### src/rtl/u8u16_pkg.sv
// shared types and constants for the utf-8 to utf-16 decoder
package u8u16_pkg;

	// result status codes
	typedef enum logic [1:0] {
		ST_UNIT    = 2'd0,
		ST_END     = 2'd1,
		ST_INVALID = 2'd2,
		ST_LONG    = 2'd3
	} status_t;

	// one result word
	typedef struct packed {
		logic [15:0] code_unit;
		status_t     status;
		logic        last;
	} result_t;

	localparam logic [15:0] HI_SURR_BASE = 16'hD800;
	localparam logic [15:0] LO_SURR_BASE = 16'hDC00;
	localparam logic [9:0]  SURR_MASK    = 10'h3FF;
	localparam logic [7:0]  LEAD2_MASK   = 8'hE0;
	localparam logic [7:0]  LEAD2_CODE   = 8'hC0;
	localparam logic [7:0]  LEAD3_MASK   = 8'hF0;
	localparam logic [7:0]  LEAD3_CODE   = 8'hE0;
	localparam logic [7:0]  LEAD4_MASK   = 8'hF8;
	localparam logic [7:0]  LEAD4_CODE   = 8'hF0;
	localparam logic [7:0]  LEAD5_MASK   = 8'hFC;
	localparam logic [7:0]  LEAD5_CODE   = 8'hF8;
	localparam logic [7:0]  LEAD6_MASK   = 8'hFE;
	localparam logic [7:0]  LEAD6_CODE   = 8'hFC;
	localparam logic [5:0]  CONT_MASK    = 6'h3F;
	localparam logic [20:0] PLANE1_BASE  = 21'h010000;
	localparam logic [20:0] UNICODE_MAX  = 21'h10FFFF;

endpackage

### src/rtl/u8u16_byte_if.sv
// input channel carrying one utf-8 byte per word
interface u8u16_byte_if;
	logic       valid;
	logic       ready;
	logic [7:0] in_byte;

	modport source (output valid, output in_byte, input ready);
	modport sink (input valid, input in_byte, output ready);
endinterface

### src/rtl/u8u16_unit_if.sv
// output channel carrying one utf-16 result per word
interface u8u16_unit_if;
	logic        valid;
	logic        ready;
	logic [15:0] code_unit;
	logic [1:0]  status;
	logic        last;

	modport source (output valid, output code_unit, output status, output last, input ready);
	modport sink (input valid, input code_unit, input status, input last, output ready);
endinterface

### src/rtl/utf8_to_utf16_decoder.sv
// utf-8 byte stream to utf-16 code unit decoder
//
// Channels: utf8 brings one byte per word, a zero byte ends the string.
// utf16 returns results: a code unit (status 0), end of string (1),
// invalid byte or value (2) or a skipped five/six-byte form (3); last
// marks the final result caused by one input byte.
// A byte is registered at the input and decoded from that register, and
// its results are written into a two-entry output queue that feeds utf16.
// Throughput: one byte per cycle. A surrogate pair gives two output
// words; the decode stage waits only while the output queue lacks room
// for the results of the byte it holds.
// Reset clears the decode state, the input valid flag and the queue count.
// When the receiver stalls, the queue fills, then the input register
// holds its byte and utf8.ready drops; no word is lost or repeated.
module utf8_to_utf16_decoder
	import u8u16_pkg::*;
(
	input  logic                clk,
	input  logic                arst_n,
	u8u16_byte_if.sink          utf8,
	u8u16_unit_if.source        utf16
);

	// input register
	logic        valid_s1;
	logic [7:0]  byte_s1;

	// decode state
	logic [2:0]  pend_q;
	logic [20:0] acc_q;
	logic        skip_q;
	logic [2:0]  seq_q;

	// output queue
	result_t     slot0_q, slot1_q;
	logic [1:0]  cnt_q;

	// decode results
	logic [2:0]  pend_d;
	logic [20:0] acc_d;
	logic        skip_d;
	logic [2:0]  seq_d;
	logic [1:0]  n_res;
	result_t     r0, r1;
	logic [20:0] acc_sh;
	logic [19:0] v_off;
	logic [2:0]  pend_m1;

	logic        pop, adv;
	logic [1:0]  free_slots, rem_cnt;
	result_t     nxt0, nxt1;

	assign acc_sh  = {acc_q[14:0], byte_s1[5:0] & CONT_MASK};
	assign v_off   = 20'(acc_sh - PLANE1_BASE);
	assign pend_m1 = pend_q - 3'd1;

	// decode of the held byte
	always_comb begin
		pend_d = pend_q;
		acc_d  = acc_q;
		skip_d = skip_q;
		seq_d  = seq_q;
		n_res  = 2'd0;
		r0     = '{code_unit: 16'd0, status: ST_INVALID, last: 1'b1};
		r1     = '{code_unit: 16'd0, status: ST_UNIT, last: 1'b1};
		priority if (byte_s1 == 8'd0) begin
			pend_d = 3'd0;
			acc_d  = 21'd0;
			skip_d = 1'b0;
			seq_d  = 3'd0;
			n_res  = 2'd1;
			r0.status = ST_END;
		end else if (skip_q) begin
			if (pend_q != 3'd0) begin
				pend_d = pend_m1;
			end
			if (pend_q <= 3'd1) begin
				skip_d = 1'b0;
			end
		end else if (pend_q != 3'd0) begin
			acc_d  = acc_sh;
			pend_d = pend_m1;
			if (pend_m1 == 3'd0) begin
				seq_d = 3'd0;
				acc_d = 21'd0;
				if (seq_q == 3'd4) begin
					if (acc_sh < PLANE1_BASE || acc_sh > UNICODE_MAX) begin
						n_res = 2'd1;
					end else begin
						n_res = 2'd2;
						r0 = '{code_unit: HI_SURR_BASE + {6'd0, v_off[19:10]},
							status: ST_UNIT, last: 1'b0};
						r1 = '{code_unit: LO_SURR_BASE + {6'd0, v_off[9:0] & SURR_MASK},
							status: ST_UNIT, last: 1'b1};
					end
				end else begin
					n_res = 2'd1;
					r0 = '{code_unit: acc_sh[15:0], status: ST_UNIT, last: 1'b1};
				end
			end
		end else if (byte_s1[7] == 1'b0) begin
			n_res = 2'd1;
			r0 = '{code_unit: {8'd0, byte_s1}, status: ST_UNIT, last: 1'b1};
		end else if ((byte_s1 & LEAD2_MASK) == LEAD2_CODE) begin
			seq_d  = 3'd2;
			pend_d = 3'd1;
			acc_d  = {16'd0, byte_s1[4:0]};
		end else if ((byte_s1 & LEAD3_MASK) == LEAD3_CODE) begin
			seq_d  = 3'd3;
			pend_d = 3'd2;
			acc_d  = {17'd0, byte_s1[3:0]};
		end else if ((byte_s1 & LEAD4_MASK) == LEAD4_CODE) begin
			seq_d  = 3'd4;
			pend_d = 3'd3;
			acc_d  = {18'd0, byte_s1[2:0]};
		end else if ((byte_s1 & LEAD5_MASK) == LEAD5_CODE) begin
			skip_d = 1'b1;
			pend_d = 3'd4;
			n_res  = 2'd1;
			r0.status = ST_LONG;
		end else if ((byte_s1 & LEAD6_MASK) == LEAD6_CODE) begin
			skip_d = 1'b1;
			pend_d = 3'd5;
			n_res  = 2'd1;
			r0.status = ST_LONG;
		end else begin
			n_res = 2'd1;
		end
	end

	// handshake and queue room
	assign pop        = (cnt_q != 2'd0) && utf16.ready;
	assign free_slots = 2'd2 - cnt_q + {1'b0, pop};
	assign adv        = valid_s1 && (free_slots >= n_res);
	assign utf8.ready = !valid_s1 || adv;
	assign rem_cnt    = cnt_q - {1'b0, pop};

	// next queue contents
	always_comb begin
		nxt0 = pop ? slot1_q : slot0_q;
		nxt1 = slot1_q;
		if (adv && n_res != 2'd0) begin
			if (rem_cnt == 2'd0) begin
				nxt0 = r0;
			end else begin
				nxt1 = r0;
			end
			if (n_res == 2'd2) begin
				nxt1 = r1;
			end
		end
	end

	// control registers
	always_ff @(posedge clk or negedge arst_n) begin
		if (!arst_n) begin
			valid_s1 <= 1'b0;
			cnt_q    <= 2'd0;
			pend_q   <= 3'd0;
			acc_q    <= 21'd0;
			skip_q   <= 1'b0;
			seq_q    <= 3'd0;
		end else begin
			if (utf8.ready) begin
				valid_s1 <= utf8.valid;
			end
			cnt_q <= rem_cnt + (adv ? n_res : 2'd0);
			if (adv) begin
				pend_q <= pend_d;
				acc_q  <= acc_d;
				skip_q <= skip_d;
				seq_q  <= seq_d;
			end
		end
	end

	// payload registers
	always_ff @(posedge clk) begin
		if (utf8.ready && utf8.valid) begin
			byte_s1 <= utf8.in_byte;
		end
		slot0_q <= nxt0;
		slot1_q <= nxt1;
	end

	assign utf16.valid     = (cnt_q != 2'd0);
	assign utf16.code_unit = slot0_q.code_unit;
	assign utf16.status    = slot0_q.status;
	assign utf16.last      = slot0_q.last;

	// queue never holds more than two results
	a_cnt_bound: assert property (@(posedge clk) disable iff (!arst_n)
		cnt_q <= 2'd2)
		else $error("output queue overfilled");

	// an open sequence always expects bytes and is not a skip
	a_seq_open: assert property (@(posedge clk) disable iff (!arst_n)
		seq_q != 3'd0 |-> (pend_q != 3'd0 && !skip_q))
		else $error("open sequence without pending bytes");

	// a skip always has bytes left and no open sequence
	a_skip_pend: assert property (@(posedge clk) disable iff (!arst_n)
		skip_q |-> (pend_q != 3'd0 && seq_q == 3'd0))
		else $error("skip state inconsistent");

	// non-unit results carry a zero code unit
	a_zero_unit: assert property (@(posedge clk) disable iff (!arst_n)
		(utf16.valid && slot0_q.status != ST_UNIT) |-> slot0_q.code_unit == 16'd0)
		else $error("status word with nonzero code unit");

endmodule
### src/flat_wrapper.sv
// flat-port wrapper written by rule: the top's interface ports become plain ports
module utf8_to_utf16_decoder_flat import u8u16_pkg::*;
  (clk, arst_n, utf8_valid, utf8_in_byte, utf8_ready, utf16_valid, utf16_code_unit, utf16_status, utf16_last, utf16_ready);
  u8u16_byte_if utf8_i ();
  u8u16_unit_if utf16_i ();
  input  logic clk;
  input  logic arst_n;
  input wire logic [$bits(utf8_i.valid)-1:0] utf8_valid;
  input wire logic [$bits(utf8_i.in_byte)-1:0] utf8_in_byte;
  output wire logic [$bits(utf8_i.ready)-1:0] utf8_ready;
  output wire logic [$bits(utf16_i.valid)-1:0] utf16_valid;
  output wire logic [$bits(utf16_i.code_unit)-1:0] utf16_code_unit;
  output wire logic [$bits(utf16_i.status)-1:0] utf16_status;
  output wire logic [$bits(utf16_i.last)-1:0] utf16_last;
  input wire logic [$bits(utf16_i.ready)-1:0] utf16_ready;
  assign utf8_i.valid = utf8_valid;
  assign utf8_i.in_byte = utf8_in_byte;
  assign utf8_ready = utf8_i.ready;
  assign utf16_valid = utf16_i.valid;
  assign utf16_code_unit = utf16_i.code_unit;
  assign utf16_status = utf16_i.status;
  assign utf16_last = utf16_i.last;
  assign utf16_i.ready = utf16_ready;
  utf8_to_utf16_decoder u_core (.clk(clk), .arst_n(arst_n), .utf8(utf8_i), .utf16(utf16_i));
endmodule
### config.mk
export PLATFORM = sky130hd
export DESIGN_NAME = utf8_to_utf16_decoder_flat
export DESIGN_NICKNAME = d
export VERILOG_FILES = /design/src/rtl/u8u16_pkg.sv /design/src/rtl/u8u16_byte_if.sv /design/src/rtl/u8u16_unit_if.sv /design/src/rtl/utf8_to_utf16_decoder.sv /design/src/flat_wrapper.sv
export SDC_FILE = /design/constraint.sdc
export NUM_CORES = 1
export LEC_CHECK = 0
export ABC_AREA = 1
export BUFFER_PORTS_ARGS = -buffer_cell sky130_fd_sc_hd__buf_2
export CORE_AREA = 2 2 123 113
export DETAILED_ROUTE_END_ITERATION = 8
export DIE_AREA = 0 0 125 115
export GPL_TIMING_DRIVEN = 0
export PLACE_DENSITY = 0.52
export SYNTH_ARGS = -nofsm -noshare
export SYNTH_HDL_FRONTEND = slang
export SYNTH_SLANG_ARGS = --single-unit
### constraint.sdc
create_clock -name clk -period 5.5 [get_ports clk]
set_clock_uncertainty 0.2 [all_clocks]
set_input_delay 0.825 -clock clk [delete_from_list [all_inputs] [get_ports clk]]
set_output_delay 0.825 -clock clk [all_outputs]
set_load 0.05 [all_outputs]
Word level (Yosys, flattened, before mapping)
Index checks and enable logic that the tools add are counted.
{"block": "totals", "ff_bits": 71, "in_bits": 12}
{"block": "classes", "n_addsub": 8, "magnitude_cmp": 4, "eq_ne": 11, "n_mux": 73, "n_reduce_logical": 20}
{"op": "19-bit two-way mux", "count": 16}
{"op": "15-bit two-way mux", "count": 8}
{"op": "3-bit two-way mux", "count": 18}
{"op": "15-bit by 11-bit adder with 16-bit output (first input constant)", "count": 2}
{"op": "2-bit two-way mux", "count": 16}
{"op": "21-bit greater-than comparator (second input constant)", "count": 1}
{"op": "21-bit by 17-bit < comparator with 1-bit output (second input constant)", "count": 1}
{"op": "20-bit by 17-bit subtractor with 20-bit output (second input constant)", "count": 1}
{"op": "16-bit two-way mux", "count": 1}
{"op": "1-bit two-way mux", "count": 13}
{"op": "8-bit logical NOT", "count": 1}
{"op": "4-bit AND reduction", "count": 2}
{"op": "7-bit == test (second input constant)", "count": 1}
{"op": "7-bit two-way mux", "count": 1}
{"op": "7-bit nonzero test", "count": 1}
{"op": "3-bit == test (second input constant)", "count": 2}
{"op": "6-bit == test (second input constant)", "count": 1}
{"op": "3-bit nonzero test", "count": 2}
{"op": "5-bit == test (second input constant)", "count": 1}
{"op": "5-bit AND reduction", "count": 1}
{"op": "5-bit nonzero test", "count": 1}
{"op": "4-bit == test (second input constant)", "count": 1}
{"op": "1-bit logical AND", "count": 4}
{"op": "2-bit != test (second input constant)", "count": 2}
{"op": "other kinds (16)", "count": 18}

Depth between registers and ports, before layout
{"block": "depth", "ltp_word": 12, "ltp_mapped": 27, "mapped_depth_nobuf": 26}

Worst setup path after synthesis
OpenSTA, ideal clock, no wires.
{"block": "synth_timing", "path_kind": "flip-flop to flip-flop", "from": "reg u_core.pend_q[0]", "to": "reg u_core.slot1_q[0] in the netlist's numbering, enable pin", "setup_ns": 0.425, "t_arrival_ns": 3.573, "path_slack_ns": 1.302, "stages_incl_launch_ff": 15, "path_buffers": 1, "synth_period_minus_slack_ns": 4.198, "path_cell_list": "dfrtp_1 -> inv_1 -> ha_1 -> xor2_1 -> inv_1 -> nand2_1 -> inv_2 -> nand2_2 -> nor3_4 -> nand2_2 -> buf_6 -> ha_1 -> a21o_1 -> nand2_1 -> a211oi_1"}
{"block": "synth_between", "elab_chain_len": 10}
{"element": "start, declared", "line_no": "utf8_to_utf16_decoder.sv:29", "source": "logic [2:0] pend_q;"}
{"element": "start signal, assigned", "line_no": "utf8_to_utf16_decoder.sv:169", "source": "pend_q <= pend_d;"}
{"element": "3-bit by 1-bit subtractor with 3-bit output", "line_no": "utf8_to_utf16_decoder.sv:55", "source": "assign pend_m1 = pend_q - 3'd1;"}
{"element": "3-bit logical NOT", "line_no": "utf8_to_utf16_decoder.sv:83", "source": "if (pend_m1 == 3'd0) begin"}
{"element": "2-bit two-way mux", "line_no": "utf8_to_utf16_decoder.sv:83"}
{"element": "2-bit two-way mux (*)", "line_no": "utf8_to_utf16_decoder.sv:80", "source": "end else if (pend_q != 3'd0) begin"}
{"element": "2-bit two-way mux (*)", "line_no": "utf8_to_utf16_decoder.sv:73", "source": "end else if (skip_q) begin"}
{"element": "2-bit two-way mux (*)", "line_no": "utf8_to_utf16_decoder.sv:66", "source": "priority if (byte_s1 == 8'd0) begin"}
{"element": "2-bit greater-or-equal comparator", "line_no": "utf8_to_utf16_decoder.sv:134", "source": "assign adv = valid_s1 && (free_slots >= n_res);"}
{"element": "1-bit logical AND", "line_no": "utf8_to_utf16_decoder.sv:134"}
{"element": "1-bit logical AND", "line_no": "utf8_to_utf16_decoder.sv:142", "source": "if (adv && n_res != 2'd0) begin"}
{"element": "2-bit AND reduction (no source line) (*)"}
{"element": "end signal, assigned", "line_no": "utf8_to_utf16_decoder.sv:183", "source": "slot1_q <= nxt1;"}
{"element": "end, declared", "line_no": "utf8_to_utf16_decoder.sv:35", "source": "result_t slot0_q, slot1_q;"}
Every way passes the cells marked *; elsewhere a longest branch is shown, timed or not.
A chain may end at the register's enable or synchronous reset.

Worst setup path after layout
{"block": "layout_timing", "from": "reg u_core.byte_s1[5]", "to": "out utf8_ready"}
{"block": "layout_between", "elab_chain_len": 11}
{"element": "start, declared", "line_no": "utf8_to_utf16_decoder.sv:26", "source": "logic [7:0] byte_s1;"}
{"element": "start signal, assigned", "line_no": "utf8_to_utf16_decoder.sv:180", "source": "byte_s1 <= utf8.in_byte;"}
{"element": "21-bit by 17-bit < comparator with 1-bit output, or another cell as far along", "line_no": "utf8_to_utf16_decoder.sv:87", "source": "if (acc_sh < PLANE1_BASE || acc_sh > UNICODE_MAX) begin"}
{"element": "1-bit logical OR / 1-bit two-way mux (equally long branches)", "line_no": "utf8_to_utf16_decoder.sv:87, utf8_to_utf16_decoder.sv:112"}
{"element": "2-bit two-way mux (on tied branches)", "line_no": "utf8_to_utf16_decoder.sv:87, utf8_to_utf16_decoder.sv:108"}
{"element": "2-bit two-way mux (on tied branches)", "line_no": "utf8_to_utf16_decoder.sv:86, utf8_to_utf16_decoder.sv:104"}
{"element": "2-bit two-way mux (on tied branches)", "line_no": "utf8_to_utf16_decoder.sv:83, utf8_to_utf16_decoder.sv:101"}
{"element": "2-bit two-way mux", "line_no": "utf8_to_utf16_decoder.sv:80"}
{"element": "2-bit two-way mux", "line_no": "utf8_to_utf16_decoder.sv:73"}
{"element": "2-bit two-way mux (*)", "line_no": "utf8_to_utf16_decoder.sv:66"}
{"element": "2-bit greater-or-equal comparator (*)", "line_no": "utf8_to_utf16_decoder.sv:134"}
{"element": "1-bit logical AND (*)", "line_no": "utf8_to_utf16_decoder.sv:134"}
{"element": "1-bit logical OR (*)", "line_no": "utf8_to_utf16_decoder.sv:135", "source": "assign utf8.ready = !valid_s1 || adv;"}
{"element": "end, declared", "line_no": "flat_wrapper.sv:10", "source": "output wire logic [$bits(utf8_i.ready)-1:0] utf8_ready;"}
Marked as above.

==> summary.txt <==
Outcome
  – Outcome: complete, no violations

Setup path
  – Cell family with most CP delay: simple AND/OR/NAND/NOR gates
  – Crit path capture type: output port
  – Crit path required time: 4470 ps
  – CP arrival: 3150 ps
  – Slowest CP cell: edfxtp_1
  – Buf/Inv on CP: 6
  – Startpoint Class: flip-flop
  – Worst path cell trace: nand2_2, inv_2, nand3_1, nor2_1, nand2_1, nand2_2, nand2_1, nor2_2, inv_1, o21ai_0, inv_1, ha_1, nor2_1, inv_1, a21o_1, inv_1, nand2_1, buf_2
  – Most used cell, CP: inv_1
  – Crit path max fanout: 8
  – CP peak stage delay: 610 ps
  – Setup CP Type: reg2out

Clock tree
  – Hold-fix buffers, CTS: 0
  – CTS tree: done
  – Num CTS Buffers: 9
  – CTS resizes: 0
  – CTS Buffer Depth: 2
  – Clock Tree Root: clkbuf_16
  – Clk sinks: 71
  – Clk slew on worst S/H paths: 60 ps
  – Clock Latency Late Sink: 330 ps
  – H-tree Lvls: 3
  – Post-CTS Setup Repair Bufs: 0

Die
  – Die X: 125 microns
  – # IOs: 33
  – Core box area: 0.0131 sq mm
  – Die Footprint: 0.0144 sq mm
  – Row cnt: 40
  – Initial Utilization: 29.4%
  – Die Y-Extent: 115 microns

Timing
  – Slew headroom: 54.7%
  – Setup TNS: 0 ps
  – Final worst path period need: 4180 ps
  – RSZ-0062 raised after global routing: false
  – Achievable frequency: 0.239 GHz
  – Max-slew violation count: 0
  – Period Utilization, post-route: 75.9%
  – Endpoints failing hold: 0
  – Final setup vio count: 0
  – Worst slew pin tran: 676 ps

Synthesis
  – Unique cell type count in the Yosys netlist: 39
  – Synth Area in Simple Gates: 27.1%
  – Post-Syn Nets: 494
  – Register area share after synthesis: 47.2%
  – Synthesized flop and latch total: 71
  – Cells after Synth: 472
  – Synth Area in Adders: 3.25%
  – Post-Syn Area: 0.00385 sq mm
  – Number of enable flip-flop cells after synthesis: 27
  – Synth warn: 0
  – XOR/XNOR Fraction of Synth Area: 1.36%
  – Asr flop ratio synth: 35.2%
  – Syn avg cell area: 8.16 sq um
  – Compound-Gate Fraction of Synth Area: 11.1%
  – Post-synthesis mux area share: 1.30%
  – Post-synth top flop: edfxtp_1
  – Largest family of logic cells by synthesized area: simple AND/OR/NAND/NOR gates

Placed design
  – Placed Area: 0.00425 sq mm
  – Number of port buffers: 32
  – Gp weighted congestion: 0.852
  – Post-detail-place hpwl: 7390 microns
  – Dpl cells: 673

Final layout
  – P&R area growth vs syn: 18.3%
  – Fraction of layout cells with a size suffix above 1: 18.8%
  – Fin area: 0.00455 sq mm
  – Commonest non-fill, non-tap cell in the layout: nand2_1
  – Fin cells: 689
  – Area taken by multi-input logic gates: 0.00171 sq mm
  – Filler cells: 1373
  – Most frequent cells in the layout: 108 x nand2_1, 54 x inv_1, 52 x nand3_1
  – Layout net count: 538
  – # diodes: 0
  – Reg area: 0.00182 sq mm

Detailed routing
  – # DRC: 0
  – Wire length per cell: 14.1 microns
  – Antenna Nets Post-Route: 0
  – Vias per cell: 4.66
  – Vias: 3209
  – DRT iter0 DRCs: 206
  – Final WL: 9720 microns
  – Initial DRT Pass Iterations: 5

Global routing
  – Top Usage Layer GRT: met2
  – Initial antenna violation count: 0
  – First-pass GRT wire length: 16000 microns
  – Met3 Use GR: 3.68%
  – Pin count of the biggest net entering global routing: 26
  – Gr usage total: 14.0%
  – Met2 GRT Util: 20.7%
  – Total congestion overflow: 0
  – Vias in the first global route: 3074
  – M1 GR Usage: 20.4%

Flow run
  – Number of max-cap violations: 0

Hold path
  – Hold Crit Class: reg2reg
-- metrics by stage --
stage | hold WS [ps] | worst slack (ps) | utilization, %
floorplan | 274 | 1300 | -
global placement | 267 | 208 | 32.2
detailed placement | 272 | 1690 | 32.4
CTS | 283 | 1320 | 34.7
global route | 303 | 1030 | 34.7
finish | 281 | 1320 | 34.7
-- cells by family after synthesis --
group / Yosys count
other: 1
adder cells (fa/ha/maj): 10
flip-flops: 71
AO/OA/AOI/OAI: 76
AND/OR/NAND/NOR: 225
multiplexers: 5
buffers and inverters: 78
XOR/XNOR: 6
-- cell usage after synthesis, types with 6 or more instances --
| library cell | instances | share of area [%] |
|---|---|---|
| a21oi_1 | 18 | 2.3 |
| o211ai_1 | 12 | 2.3 |
| or2_2 | 12 | 1.9 |
| dfrtp_1 | 25 | 16 |
| nand2_1 | 108 | 11 |
| inv_1 | 54 | 5.3 |
| inv_2 | 9 | 0.88 |
| o21ai_0 | 35 | 4.5 |
| nor2_1 | 29 | 2.8 |
| clkbuf_1 | 6 | 0.58 |
| dfxtp_1 | 19 | 9.9 |
| edfxtp_1 | 27 | 21 |
| nand3_1 | 52 | 6.8 |
| ha_1 | 10 | 3.2 |
| nand2_2 | 6 | 0.98 |
-- layout make-up --
class	count	share of cell area, %
flip-flops and latches	71	39.9
multi-input cells	323	37.6
clock buffers	10	5.25
inverters	63	5.19
well taps	168	4.62
repair buffers	33	3.85
plain buffers	15	2.09
clock inverters	6	1.46
-- per-layer routing --
metal / wire, microns / part of all wire, % / vias up
li1: - / - / 1652
met1: 5120 / 53 / 1458
met2: 3970 / 41 / 88
met3: 526 / 5.4 / 11
met4: 100 / 1.0 / 0
met5: 0 / 0 / -
-- flip-flops by register name (all words and copies together) (netlist names) --
register,flops
u_core.acc_q,15
u_core.byte_s1,8
u_core.cnt_q,2
u_core.pend_q,3
u_core.seq_q,3
u_core.skip_q,1
u_core.slot1_q,19
u_core.utf16.code_unit,16
u_core.utf16.last,1
u_core.utf16.status,2
u_core.valid_s1,1
-- final timing paths --
kind | startpoint | depth (start not counted) | endpoint | slack (ps)
setup / recovery | u_core.byte_s1[5]$_DFFE_PP_ | 18 | utf8_ready | 1320
hold / removal | u_core.utf16.code_unit[13]$_DFF_P_ | 2 | u_core.utf16.code_unit[13]$_DFF_P_ | 280
setup reg to reg | u_core.byte_s1[5]$_DFFE_PP_ | 21 | u_core.acc_q[14]$_DFFE_PN0P_ | 1680
hold reg to reg | u_core.utf16.code_unit[13]$_DFF_P_ | 2 | u_core.utf16.code_unit[13]$_DFF_P_ | 280
max in group asynchronous | arst_n | 1 | u_core.seq_q[2]$_DFFE_PN0P_ | 4400
min in group asynchronous | arst_n | 1 | u_core.pend_q[1]$_DFFE_PN0P_ | 300
-- tightest hold or removal path, delay by kind of cell (launching register included) --
kind	cells	cell delay, ps
flip-flops	1	310
AO/OA/AOI/OAI	1	70
AND/OR/NAND/NOR	1	60
Power is not shown: default switching activity piles up to over one toggle a cycle in this logic, so the estimate is an artifact.
